$ cat src/rtl/core/rce_pkg.sv
`default_nettype none
package rce_pkg;

    // Coder bounds and limits
    localparam logic [31:0] TOP_BOUND    = 32'h0100_0000;
    localparam logic [31:0] BOTTOM_BOUND = 32'h0001_0000;
    localparam int          MAX_RAW_BITS = 16;
    localparam int          OUT_LIMIT    = 48;
    localparam int          CNT_W        = 6;
    localparam int          N_W          = 6;

    // Opcodes
    localparam logic [1:0] OP_SYMBOL = 2'd0;
    localparam logic [1:0] OP_RAW    = 2'd1;
    localparam logic [1:0] OP_FLUSH  = 2'd2;

    // Commands from the controller to the datapath
    typedef struct packed {
        logic load;
        logic div_start;
        logic div_step;
        logic mul;
        logic apply;
        logic raw_apply;
        logic next_bit;
        logic renorm;
        logic flush_emit;
        logic finish;
    } t_cmd;

    // Status from the datapath to the controller
    typedef struct packed {
        logic [1:0] op;
        logic       bad_sym;
        logic       cnt_zero;
        logic       last_bit;
        logic       div_last;
        logic       q_zero;
        logic       raw_q_zero;
        logic       renorm_go;
        logic       emit_ok;
        logic       pend_valid;
        logic       out_free;
    } t_status;

endpackage
`default_nettype wire

$ cat src/rtl/core/rce_datapath.sv
`default_nettype none
module rce_datapath
    import rce_pkg::*;
(
    input  wire logic        i_clk,
    input  wire logic        i_rst_n,
    input  wire t_cmd        i_cmd,
    output t_status          o_status,
    input  wire logic [71:0] i_s_tdata,
    input  wire logic        i_cfg_valid,
    input  wire logic [31:0] i_cfg_data,
    output logic             o_m_tvalid,
    input  wire logic        i_m_tready,
    output logic [47:0]      o_m_tdata,
    output logic             o_m_tlast
);

    logic [1:0]       r_op;
    logic [15:0]      r_cum, r_freq, r_tot, r_bits;
    logic [CNT_W-1:0] r_cnt;
    logic [31:0]      r_low, r_range, r_wc, r_cap;
    logic [N_W-1:0]   r_n;
    logic [15:0]      r_rem;
    logic [31:0]      r_dvd, r_q;
    logic [4:0]       r_dcnt;
    logic [31:0]      r_p_low;
    logic [47:0]      r_p_rng;
    logic             r_pv, r_pd_past;
    logic [7:0]       r_pd_byte;
    logic [31:0]      r_pd_idx;
    logic             r_ov, r_o_past, r_o_last;
    logic [7:0]       r_o_byte;
    logic [31:0]      r_o_idx;

    logic [CNT_W-1:0] in_cnt;
    logic [16:0]      trial;
    logic             ge;
    logic [31:0]      high, rng_c, raw_q, raw_add;
    logic             diff, brk, out_free, emit, past;
    logic [CNT_W-1:0] bit_pos;
    logic             raw_bit;

    // Raw-bit count, saturated
    always_comb begin
        in_cnt = {1'b0, i_s_tdata[70:66]};
        if (in_cnt > CNT_W'(MAX_RAW_BITS)) begin
            in_cnt = CNT_W'(MAX_RAW_BITS);
        end
    end

    // Divider step, renormalization test and raw-bit select
    assign trial   = {r_rem, r_dvd[31]};
    assign ge      = trial >= {1'b0, r_tot};
    assign high    = r_low + r_range;
    assign diff    = (r_low ^ high) >= TOP_BOUND;
    assign brk     = diff && (r_range >= BOTTOM_BOUND);
    assign rng_c   = diff ? ((32'd0 - r_low) & (BOTTOM_BOUND - 32'd1)) : r_range;
    assign bit_pos = r_cnt - CNT_W'(1);
    assign raw_bit = (bit_pos < CNT_W'(16)) ? r_bits[bit_pos[3:0]] : 1'b0;
    assign raw_q   = {1'b0, r_range[31:1]};
    assign raw_add = raw_bit ? raw_q : 32'd0;

    assign out_free = !r_ov || i_m_tready;
    assign emit     = i_cmd.renorm || i_cmd.flush_emit;
    assign past     = r_wc >= r_cap;

    always_comb begin
        o_status.op         = r_op;
        o_status.bad_sym    = (r_tot == 16'd0) || (r_freq == 16'd0);
        o_status.cnt_zero   = r_cnt == '0;
        o_status.last_bit   = r_cnt == CNT_W'(1);
        o_status.div_last   = r_dcnt == 5'd31;
        o_status.q_zero     = r_q == 32'd0;
        o_status.raw_q_zero = raw_q == 32'd0;
        o_status.renorm_go  = !brk && (r_n < N_W'(OUT_LIMIT));
        o_status.emit_ok    = !r_pv || out_free;
        o_status.pend_valid = r_pv;
        o_status.out_free   = out_free;
    end

    // Item fields and configuration
    always_ff @(posedge i_clk) begin
        if (!i_rst_n) begin
            r_cap <= '0;
        end else if (i_cfg_valid) begin
            r_cap <= i_cfg_data;
        end
        if (i_cmd.load) begin
            r_op   <= i_s_tdata[1:0];
            r_cum  <= i_s_tdata[17:2];
            r_freq <= i_s_tdata[33:18];
            r_tot  <= i_s_tdata[49:34];
            r_bits <= i_s_tdata[65:50];
            r_cnt  <= in_cnt;
        end else if (i_cmd.next_bit) begin
            r_cnt <= r_cnt - CNT_W'(1);
        end
    end

    // Restoring divider, one quotient bit per cycle
    always_ff @(posedge i_clk) begin
        if (i_cmd.div_start) begin
            r_dvd  <= r_range;
            r_rem  <= '0;
            r_q    <= '0;
            r_dcnt <= '0;
        end else if (i_cmd.div_step) begin
            r_rem  <= ge ? 16'(trial - {1'b0, r_tot}) : trial[15:0];
            r_q    <= {r_q[30:0], ge};
            r_dvd  <= {r_dvd[30:0], 1'b0};
            r_dcnt <= r_dcnt + 5'd1;
        end
        if (i_cmd.mul) begin
            r_p_low <= 32'(r_cum * r_q);
            r_p_rng <= r_q * r_freq;
        end
    end

    // Coder state
    always_ff @(posedge i_clk) begin
        if (!i_rst_n) begin
            r_low   <= '0;
            r_range <= '1;
            r_wc    <= '0;
            r_n     <= '0;
        end else begin
            if (i_cmd.load) begin
                r_n <= '0;
            end
            if (i_cmd.apply) begin
                r_low   <= r_low + r_p_low;
                r_range <= (r_p_rng[47:32] != 16'd0) ? 32'hFFFF_FFFF : r_p_rng[31:0];
            end else if (i_cmd.raw_apply) begin
                r_low   <= r_low + raw_add;
                r_range <= raw_q;
            end else if (i_cmd.renorm) begin
                r_low   <= {r_low[23:0], 8'd0};
                r_range <= {rng_c[23:0], 8'd0};
            end else if (i_cmd.flush_emit) begin
                r_low <= {r_low[23:0], 8'd0};
            end
            if (emit) begin
                r_wc <= r_wc + 32'd1;
                r_n  <= r_n + N_W'(1);
            end
        end
    end

    // Pending byte: held until it is known whether it ends the item
    always_ff @(posedge i_clk) begin
        if (!i_rst_n) begin
            r_pv <= 1'b0;
        end else if (emit) begin
            r_pv <= 1'b1;
        end else if (i_cmd.finish) begin
            r_pv <= 1'b0;
        end
        if (emit) begin
            r_pd_byte <= r_low[31:24];
            r_pd_idx  <= r_wc;
            r_pd_past <= past;
        end
    end

    // Output register
    always_ff @(posedge i_clk) begin
        if (!i_rst_n) begin
            r_ov <= 1'b0;
        end else if ((emit && r_pv) || i_cmd.finish) begin
            r_ov <= 1'b1;
        end else if (i_m_tready) begin
            r_ov <= 1'b0;
        end
        if ((emit && r_pv) || i_cmd.finish) begin
            r_o_byte <= r_pd_byte;
            r_o_idx  <= r_pd_idx;
            r_o_past <= r_pd_past;
            r_o_last <= i_cmd.finish;
        end
    end

    assign o_m_tvalid = r_ov;
    assign o_m_tdata  = {7'd0, r_o_past, r_o_idx, r_o_byte};
    assign o_m_tlast  = r_o_last;

endmodule
`default_nettype wire

$ cat src/rtl/core/rce_ctrl.sv
`default_nettype none
module rce_ctrl
    import rce_pkg::*;
(
    input  wire logic    i_clk,
    input  wire logic    i_rst_n,
    input  wire logic    i_s_tvalid,
    output logic         o_s_tready,
    input  wire t_status i_status,
    output t_cmd         o_cmd
);

    localparam logic [3:0] S_IDLE   = 4'd0;
    localparam logic [3:0] S_DECODE = 4'd1;
    localparam logic [3:0] S_DIV    = 4'd2;
    localparam logic [3:0] S_MUL    = 4'd3;
    localparam logic [3:0] S_APPLY  = 4'd4;
    localparam logic [3:0] S_RAW    = 4'd5;
    localparam logic [3:0] S_RENORM = 4'd6;
    localparam logic [3:0] S_FLUSH  = 4'd7;
    localparam logic [3:0] S_FIN    = 4'd8;

    logic [3:0] r_state, n_state;
    logic [1:0] r_fk, n_fk;

    assign o_s_tready = r_state == S_IDLE;

    always_comb begin
        n_state = r_state;
        n_fk    = r_fk;
        o_cmd   = '0;
        unique case (r_state)
            S_IDLE: begin
                if (i_s_tvalid) begin
                    o_cmd.load = 1'b1;
                    n_state    = S_DECODE;
                end
            end
            S_DECODE: begin
                n_fk = 2'd0;
                if (i_status.op == OP_SYMBOL) begin
                    if (i_status.bad_sym) begin
                        n_state = S_FIN;
                    end else begin
                        o_cmd.div_start = 1'b1;
                        n_state         = S_DIV;
                    end
                end else if (i_status.op == OP_RAW) begin
                    n_state = i_status.cnt_zero ? S_FIN : S_RAW;
                end else if (i_status.op == OP_FLUSH) begin
                    n_state = S_FLUSH;
                end else begin
                    n_state = S_FIN;
                end
            end
            S_DIV: begin
                o_cmd.div_step = 1'b1;
                if (i_status.div_last) begin
                    n_state = S_MUL;
                end
            end
            S_MUL: begin
                if (i_status.q_zero) begin
                    n_state = S_FIN;
                end else begin
                    o_cmd.mul = 1'b1;
                    n_state   = S_APPLY;
                end
            end
            S_APPLY: begin
                o_cmd.apply = 1'b1;
                n_state     = S_RENORM;
            end
            S_RAW: begin
                if (i_status.raw_q_zero) begin
                    o_cmd.next_bit = 1'b1;
                    n_state        = i_status.last_bit ? S_FIN : S_RAW;
                end else begin
                    o_cmd.raw_apply = 1'b1;
                    n_state         = S_RENORM;
                end
            end
            S_RENORM: begin
                if (!i_status.renorm_go) begin
                    if (i_status.op == OP_RAW) begin
                        o_cmd.next_bit = 1'b1;
                        n_state        = i_status.last_bit ? S_FIN : S_RAW;
                    end else begin
                        n_state = S_FIN;
                    end
                end else if (i_status.emit_ok) begin
                    o_cmd.renorm = 1'b1;
                end
            end
            S_FLUSH: begin
                if (i_status.emit_ok) begin
                    o_cmd.flush_emit = 1'b1;
                    n_fk             = r_fk + 2'd1;
                    if (r_fk == 2'd3) begin
                        n_state = S_FIN;
                    end
                end
            end
            S_FIN: begin
                if (!i_status.pend_valid) begin
                    n_state = S_IDLE;
                end else if (i_status.out_free) begin
                    o_cmd.finish = 1'b1;
                    n_state      = S_IDLE;
                end
            end
            default: n_state = S_IDLE;
        endcase
    end

    always_ff @(posedge i_clk) begin
        if (!i_rst_n) begin
            r_state <= S_IDLE;
            r_fk    <= '0;
        end else begin
            r_state <= n_state;
            r_fk    <= n_fk;
        end
    end

endmodule
`default_nettype wire

$ cat src/rtl/core/range_coder_encoder_core.sv
// Carryless 32-bit range encoder.
// Slave stream takes one request per item: tdata holds opcode, cum, freq,
// total, raw bits and bit count. Master stream returns one request per
// code byte with its stream position and an overflow flag; tlast marks the
// final byte caused by an item. The config channel writes the capacity.
// A symbol passes through decode, 32 steps of the one-bit-per-cycle
// restoring divider, multiply, apply, any byte emissions, the closing
// renormalization check and finish. A raw bit is applied and its bytes
// emitted, or it is skipped, between decode and finish. One item is in
// flight at a time; s_tready is high only while the controller is idle.
// Bytes of an item are held one deep until the next byte or the end of the
// item decides tlast, then moved to the output register. A stalled receiver
// holds the output register and the encoder waits at its next emission.
// Reset (synchronous, active low) sets low to 0, range to all ones, the
// byte counter and capacity to 0, and empties both byte registers.
`default_nettype none
module range_coder_encoder_core
    import rce_pkg::*;
(
    input  wire logic        i_clk,
    input  wire logic        i_rst_n,
    input  wire logic        s_tvalid,
    output logic             s_tready,
    // opcode[1:0], sym_cum[17:2], sym_freq[33:18], sym_total[49:34],
    // bit_values[65:50], bit_count[70:66]
    input  wire logic [71:0] s_tdata,
    output logic             m_tvalid,
    input  wire logic        m_tready,
    // out_byte[7:0], byte_index[39:8], beyond_capacity[40]
    output logic [47:0]      m_tdata,
    output logic             m_tlast,
    input  wire logic        i_cfg_valid,
    output logic             o_cfg_ready,
    input  wire logic [31:0] i_cfg_data
);

    t_cmd    cmd;
    t_status status;

    assign o_cfg_ready = 1'b1;

    rce_ctrl u_ctrl (
        .i_clk      (i_clk),
        .i_rst_n    (i_rst_n),
        .i_s_tvalid (s_tvalid),
        .o_s_tready (s_tready),
        .i_status   (status),
        .o_cmd      (cmd)
    );

    rce_datapath u_dp (
        .i_clk       (i_clk),
        .i_rst_n     (i_rst_n),
        .i_cmd       (cmd),
        .o_status    (status),
        .i_s_tdata   (s_tdata),
        .i_cfg_valid (i_cfg_valid),
        .i_cfg_data  (i_cfg_data),
        .o_m_tvalid  (m_tvalid),
        .i_m_tready  (m_tready),
        .o_m_tdata   (m_tdata),
        .o_m_tlast   (m_tlast)
    );

    // No byte may be left pending while a new item can be taken
    a_idle_empty: assert property (@(posedge i_clk) disable iff (!i_rst_n)
        s_tready |-> !status.pend_valid)
        else $error("pending byte while idle");

    // Emissions only when the pending byte has somewhere to go
    a_emit_room: assert property (@(posedge i_clk) disable iff (!i_rst_n)
        (cmd.renorm || cmd.flush_emit) |-> status.emit_ok)
        else $error("emission without room");

    // The finish command always loads a tlast byte into the output register
    a_finish_last: assert property (@(posedge i_clk) disable iff (!i_rst_n)
        cmd.finish |=> (m_tvalid && m_tlast))
        else $error("finish without last byte");

endmodule
`default_nettype wire

$ cat config.mk
export PLATFORM = sky130hd
export DESIGN_NAME = range_coder_encoder_core
export DESIGN_NICKNAME = d
export VERILOG_FILES = /design/src/rtl/core/rce_pkg.sv /design/src/rtl/core/rce_datapath.sv /design/src/rtl/core/rce_ctrl.sv /design/src/rtl/core/range_coder_encoder_core.sv
export SDC_FILE = /design/constraint.sdc
export NUM_CORES = 2
export LEC_CHECK = 0
export BUFFER_PORTS_ARGS = -buffer_cell sky130_fd_sc_hd__buf_2
export CAP_MARGIN = 10
export CELL_PAD_IN_SITES_DETAIL_PLACEMENT = 0
export CELL_PAD_IN_SITES_GLOBAL_PLACEMENT = 1
export CORE_UTILIZATION = 55
export CTS_CLUSTER_SIZE = 24
export DETAILED_ROUTE_END_ITERATION = 8
export GPL_ROUTABILITY_DRIVEN = 0
export PLACE_DENSITY_LB_ADDON = 0.15
export SYNTH_ARGS = -nofsm -noshare
export SYNTH_HDL_FRONTEND = slang
export SYNTH_SLANG_ARGS = --single-unit
$ cat constraint.sdc
create_clock -name i_clk -period 21.7 [get_ports i_clk]
set_clock_uncertainty 0.1 [all_clocks]
set_input_delay 5.425 -clock i_clk [delete_from_list [all_inputs] [get_ports i_clk]]
set_output_delay 5.425 -clock i_clk [all_outputs]
set_load 0.02 [all_outputs]
## After elaboration in Yosys (flattened, before gate mapping)

Index checks and enable logic that the tools add are counted.

- Register bits after elaboration: 462
- Word-level logic and storage cells: 163
- Output and inout port bits: 52
- Input bits: 109

- Add/subtract/negate cells: 10
- Reductions and logical operators: 29
- Muxes and demuxes: 66
- Equal/unequal tests: 19
- Bitwise gates (word level): 1
- $mul: 2
- $lt $le $gt $ge: 8

Operators with widths:

| operator | number |
|---|---|
| $mux 32 | 10 |
| $add 32x32->32 | 2 |
| $logic_not 32->1 | 2 |
| $mux 4 | 16 |
| $mul 32x16->48 | 1 |
| $pmux 4 s9 | 1 |
| $add 32x1->32 const B | 1 |
| $add 32x31->32 | 1 |
| $ge 32x17->1 const B | 1 |
| $ge 32x25->1 const B | 1 |
| $ge 32x32->1 | 1 |
| $logic_not 16->1 | 2 |
| $mul 16x32->32 | 1 |
| $xor 32x32->32 | 1 |
| $mux 31 | 1 |
| $mux 1 | 27 |
| $mux 24 | 1 |
| $mux 6 | 4 |
| $ge 17x16->1 | 1 |
| $eq 4x3->1 const B | 4 |
| $mux 16 | 1 |
| $reduce_bool 16->1 | 1 |
| $sub 1x16->16 const A | 1 |
| $sub 16x16->16 | 1 |
| other kinds (34) | 52 |

## Depth between registers and ports, before layout

- Word-level depth: 12
- Mapped depth: 27
- Depth with buffers taken out: 25

## Hierarchy

Synthesis repeated with hierarchy kept, for this count alone.

- Cell total of the unflattened synthesis: 5476
- Area, all modules: 51313.0 µm²

By module, submodules not included:

| module | instances | cells each | seq. area each (µm²) | area each (µm²) |
|---|---|---|---|---|
| rce_datapath | 1 | 5395 | 11801.3 | 50688.6 |
| rce_ctrl | 1 | 79 | 120.1 | 613.1 |
| range_coder_encoder_core | 1 | 2 | 0.0 | 11.3 |

## Least setup slack after synthesis

Ideal clock, no wire load.

- Path type: input to register
- From: in m_tready
- To: reg u_dp.r_o_last (netlist: u_dp.o_m_tlast), enable pin
- Library setup time: 0.544 ns
- Arrival time: 7.828 ns
- Path buffers: 2
- Cell stages on the path: 11
- Setup slack: 13.228 ns
- Required time: 21.056 ns
- Path through: nor2b_1 nand2_1 and3b_1 and2_1 a31oi_4 and2_1 buf_6 clkinv_2 buf_4 nand2_1 nand2_1

- Longest elaborated chain between the ends: 8
- Elaborated cells on any way between the ends: 12
- Classes of those cells: mux: 7; reduce/logical: 5

RTL lines:

| element | RTL line | source |
|---|---|---|
| start, declared | range_coder_encoder_core.sv:28 | `input wire logic m_tready,` |
| $logic_or 1x1->1 * | rce_datapath.sv:63 | `assign out_free = !r_ov \|\| i_m_tready;` |
| $logic_or 1x1->1 * | rce_datapath.sv:76 | `o_status.emit_ok = !r_pv \|\| out_free;` |
| $mux 1 * | rce_ctrl.sv:91, rce_ctrl.sv:96 |  |
| $mux 1 | rce_ctrl.sv:84 | `if (!i_status.renorm_go) begin` |
| $mux 1 | rce_ctrl.sv:32 | `unique case (r_state)` |
| $logic_or 1x1->1 * | rce_datapath.sv:64 | `assign emit = i_cmd.renorm \|\| i_cmd.flush_emit;` |
| net u_dp.emit | rce_datapath.sv:39 | `logic diff, brk, out_free, emit, past;` |
| $logic_and 1x1->1 * | rce_datapath.sv:174 | `if ((emit && r_pv) \|\| i_cmd.finish) begin` |
| $logic_or 1x1->1 * | rce_datapath.sv:174 |  |
| end signal, assigned | rce_datapath.sv:178 | `r_o_last <= i_cmd.finish;` |
| end, declared | rce_datapath.sv:31 | `logic r_ov, r_o_past, r_o_last;` |

The timed path passes the listed nets; every way through them passes the cells marked *.
A chain may end at the register's enable or synchronous reset.

## Worst setup path in the final report

- From: in m_tready
- To: reg u_dp.r_o_idx[0], enable pin

- Longest elaborated chain between the ends: 8
- Elaborated cells on any way between the ends: 12
- Classes of those cells: mux: 7; reduce/logical: 5

RTL lines:

| element | RTL line | source |
|---|---|---|
| $logic_or 1x1->1 * | rce_datapath.sv:63 |  |
| $logic_or 1x1->1 | rce_datapath.sv:76 |  |
| $mux 1 | rce_ctrl.sv:91, rce_ctrl.sv:96 |  |
| $mux 1 | rce_ctrl.sv:84 |  |
| $mux 1 | rce_ctrl.sv:32 |  |
| $logic_or 1x1->1 | rce_datapath.sv:64 |  |
| $logic_and 1x1->1 | rce_datapath.sv:174 |  |
| $logic_or 1x1->1 * | rce_datapath.sv:174 |  |
| end signal, assigned | rce_datapath.sv:176 | `r_o_idx <= r_pd_idx;` |
| end, declared | rce_datapath.sv:33 | `logic [31:0] r_o_idx;` |

Every way passes the cells marked *; elsewhere a longest branch is shown, timed or not.

==> results by group <==
Power and ir drop
  • Max IR drop VDD: 0.0000918 V
  • Pwr Density: 121 nW/um2
  • Static Leak: 24.7 nW
  • Total power: 6.68 mW

Finish
  • Layout cell share with drive strength beyond 1: 7.13%
  • Nets@finish: 6731
  • Fillers: 8211
  • Area Overhead vs Synth: 7.31%
  • Final core utilization: 60.0%

Timing
  • RSZ-0062 raised after global routing: false
  • Final setup TNS: 0 ns
  • # setup viols final: 0
  • Slew margin rel.: 21.7%
  • Final Max Tran Viols: 0
  • Fmax: 103 MHz
  • Post-layout min period: 9.68 ns
  • Tcrit/Tclk final: 44.6%
  • Slew @ Worst Pin: 1.17 ns
  • Final Hold Fails: 0

Min path
  • Min-Delay Path Class: register to register
  • Hold Path End: u_dp.r_o_idx[25]$_DFFE_PP_
  • Hold depth: 0
  • Hold_sp: u_dp.r_pd_idx[25]$_DFFE_PP_

Critical path
  • CP Class: input pin to register
  • Critical Path Fanout Max: 64
  • Critical Path End Type: register
  • Reg-to-Reg Start: u_dp.r_q[9]$_SDFFE_PP0P_
  • Critical Path RT: 21.81 ns
  • CP startpoint: m_tready
  • CP Data Arrival Time: 9.79 ns
  • Reg2Reg Depth: 22
  • Worst setup SP type: input pin
  • RR Endpoint: u_dp.r_p_rng[45]$_DFFE_PP_
  • Worst reg2reg setup slack: 13.52 ns

Synth
  • Post-Synthesis Cells: 5563
  • Count leader, synth: inv_1
  • Mapped cell area: 51600 um2
  • Share of synthesized flip-flops with an asynchronous set or reset: 0%
  • Netlist cell types: 82
  • Syn_area_per_cell: 9.27 um2
  • Synth area leaders: fa_1, edfxtp_1, ha_1, dfxtp_1, inv_1
  • Synth warnings: 0
  • Largest area contributor in the netlist: fa_1
  • Flops & latches, synth: 462
  • Post-synth top cells: inv_1, nand2_1, fa_1
  • Sequential share of the synthesized area: 23.1%
  • Number of synthesized flops with an enable pin: 267
  • Synth top area share: 28.2%
  • Ys flop type: edfxtp_1

Clocking
  • Post-cts gate resize count: 0
  • CTS Hold Bufs: 0
  • Inserted Clock Buffers: 54
  • Max Root-Sink Buffers: 3
  • TritonCTS clock tree: done
  • Clk_lat worst skew: 0.68 ns
  • Post-CTS setup buffer count: 0
  • H-tree depth: 2
  • CTS Sinks: 462
  • Root buffer cell: clkbuf_16
  • Clock transition at the registers of the reported paths: 0.06 ns

Place
  • Port bufs: 151
  • Hpwl dp: 103000 um

Detailed routing
  • DRC: 0
  • Drt via density: 5.73
  • Starting DRT DRC Count: 2806
  • Final wirelength: 142000 um
  • Vias: 39200
  • First-pass DRT Iterations: 5
  • Post-route ant nets: 0
  • WL/cell: 20.8 um

Floorplan
  • Starting Density: 55.9%
  • Total core area: 92200 um2
  • Row Count: 111
  • Ports: 161
  • Die H: 308 um
  • Chip Width: 308 um
  • Die area: 95000 um2

Global routing
  • Vias in the first global route: 40300
  • Grt ovf: 0
  • Initial antenna violation count: 1
  • Global-route wire length before repair: 228000 um
  • Largest net degree at the start of global routing: 75
  • Total track usage: 31.1%

Job
  • MaxCap Viol Count: 0

Outcome
  • Status: finished, final reports clean
[layer usage]
layer	track usage [%]	part of all wire, %	up-vias
li1	-	-	17900
met1	40.3	41	19700
met2	52.8	48	1284
met3	4.07	6.1	334
met4	12.5	4.1	0
met5	0	0	-
[cell type report]
class | count | area, um2 | share of cell area [%]
Tap cell | 1243 | 1560 | 2.81
Inverter | 859 | 3230 | 5.83
Timing Repair Buffer | 239 | 1420 | 2.56
Sequential cell | 462 | 11900 | 21.6
Antenna cell | 1 | 2.50 | 0.00452
Clock buffer | 64 | 1400 | 2.53
Multi-Input combinational cell | 3946 | 35300 | 63.7
Clock inverter | 38 | 536 | 0.968
[logic make-up after synthesis]
logic type,count (synthesis),share of synthesized area [%]
adder cells (fa/ha/maj),1060,36.3
XOR/XNOR,188,3.19
buffers and inverters,1161,8.57
flip-flops,462,23.1
multiplexers,114,2.41
AND/OR/NAND/NOR,1809,16.8
other,2,0.0146
AO/OA/AOI/OAI,767,9.62
[power breakdown]
group,total (mW),switching (mW),internal [mW]
registers,1.46,0.247,1.21
logic,4.23,2.56,1.67
clock network,0.991,0.414,0.577
[how the worst max path moves through the flow]
stage,depth (start not counted),to
floorplan,11,u_dp.o_m_tlast$_DFFE_PP_
global placement,10,u_dp.r_o_idx[2]$_DFFE_PP_
detailed placement,10,u_dp.r_o_idx[3]$_DFFE_PP_
CTS,10,u_dp.r_o_byte[0]$_DFFE_PP_
global route,10,u_dp.r_o_byte[0]$_DFFE_PP_
finish,10,u_dp.r_o_idx[0]$_DFFE_PP_
[cells in the final DEF (no fill, tap or decap), drive strengths merged, types with 195 or more instances in the layout]
cell type | Yosys | final
ha | 334 | 334
nand2 | 830 | 830
nor2 | 211 | 211
a21oi | 211 | 211
and2 | 399 | 399
o21ai | 203 | 203
inv | 858 | 862
dfxtp | 195 | 195
edfxtp | 267 | 267
buf | 33 | 239
fa | 726 | 726
[worst max-delay path, stage by stage]
cell and delay, ns:
buf_2 0.10, nor2b_1 0.36, nand2_1 0.19, and3b_1 0.31, and2_1 0.22, a31oi_4 0.16, and2_1 0.89, clkinv_2 1.15
nand2_1 0.33, nand2_2 0.57
[per-stage QoR]
step                      worst slack (ns)  cell area [um2]  hold slack, ns  std cells
final                                12.02            55300           0.317       6852
after global routing                 11.54            55300           0.323       6851
after CTS                            11.92            55300           0.318       6851
after detailed placement             11.24            53400           0.305       6749
after global placement               11.33            53400           0.300       6749
after floorplan                      13.23            51600           0.300       5569
[registers in the layout, summed over array words and instances (netlist names), 8 cells and up]
register and flops:
u_dp.r_bits 16, u_dp.r_cap 32, u_dp.r_cum 16, u_dp.r_dvd 32
u_dp.r_freq 16, u_dp.r_low 32, u_dp.r_o_byte 8, u_dp.r_o_idx 32
u_dp.r_p_low 32, u_dp.r_p_rng 48, u_dp.r_pd_byte 8, u_dp.r_pd_idx 32
u_dp.r_q 32, u_dp.r_range 32, u_dp.r_rem 16, u_dp.r_tot 16
u_dp.r_wc 32
No activity file was read; power rests on OpenSTA's default activity.
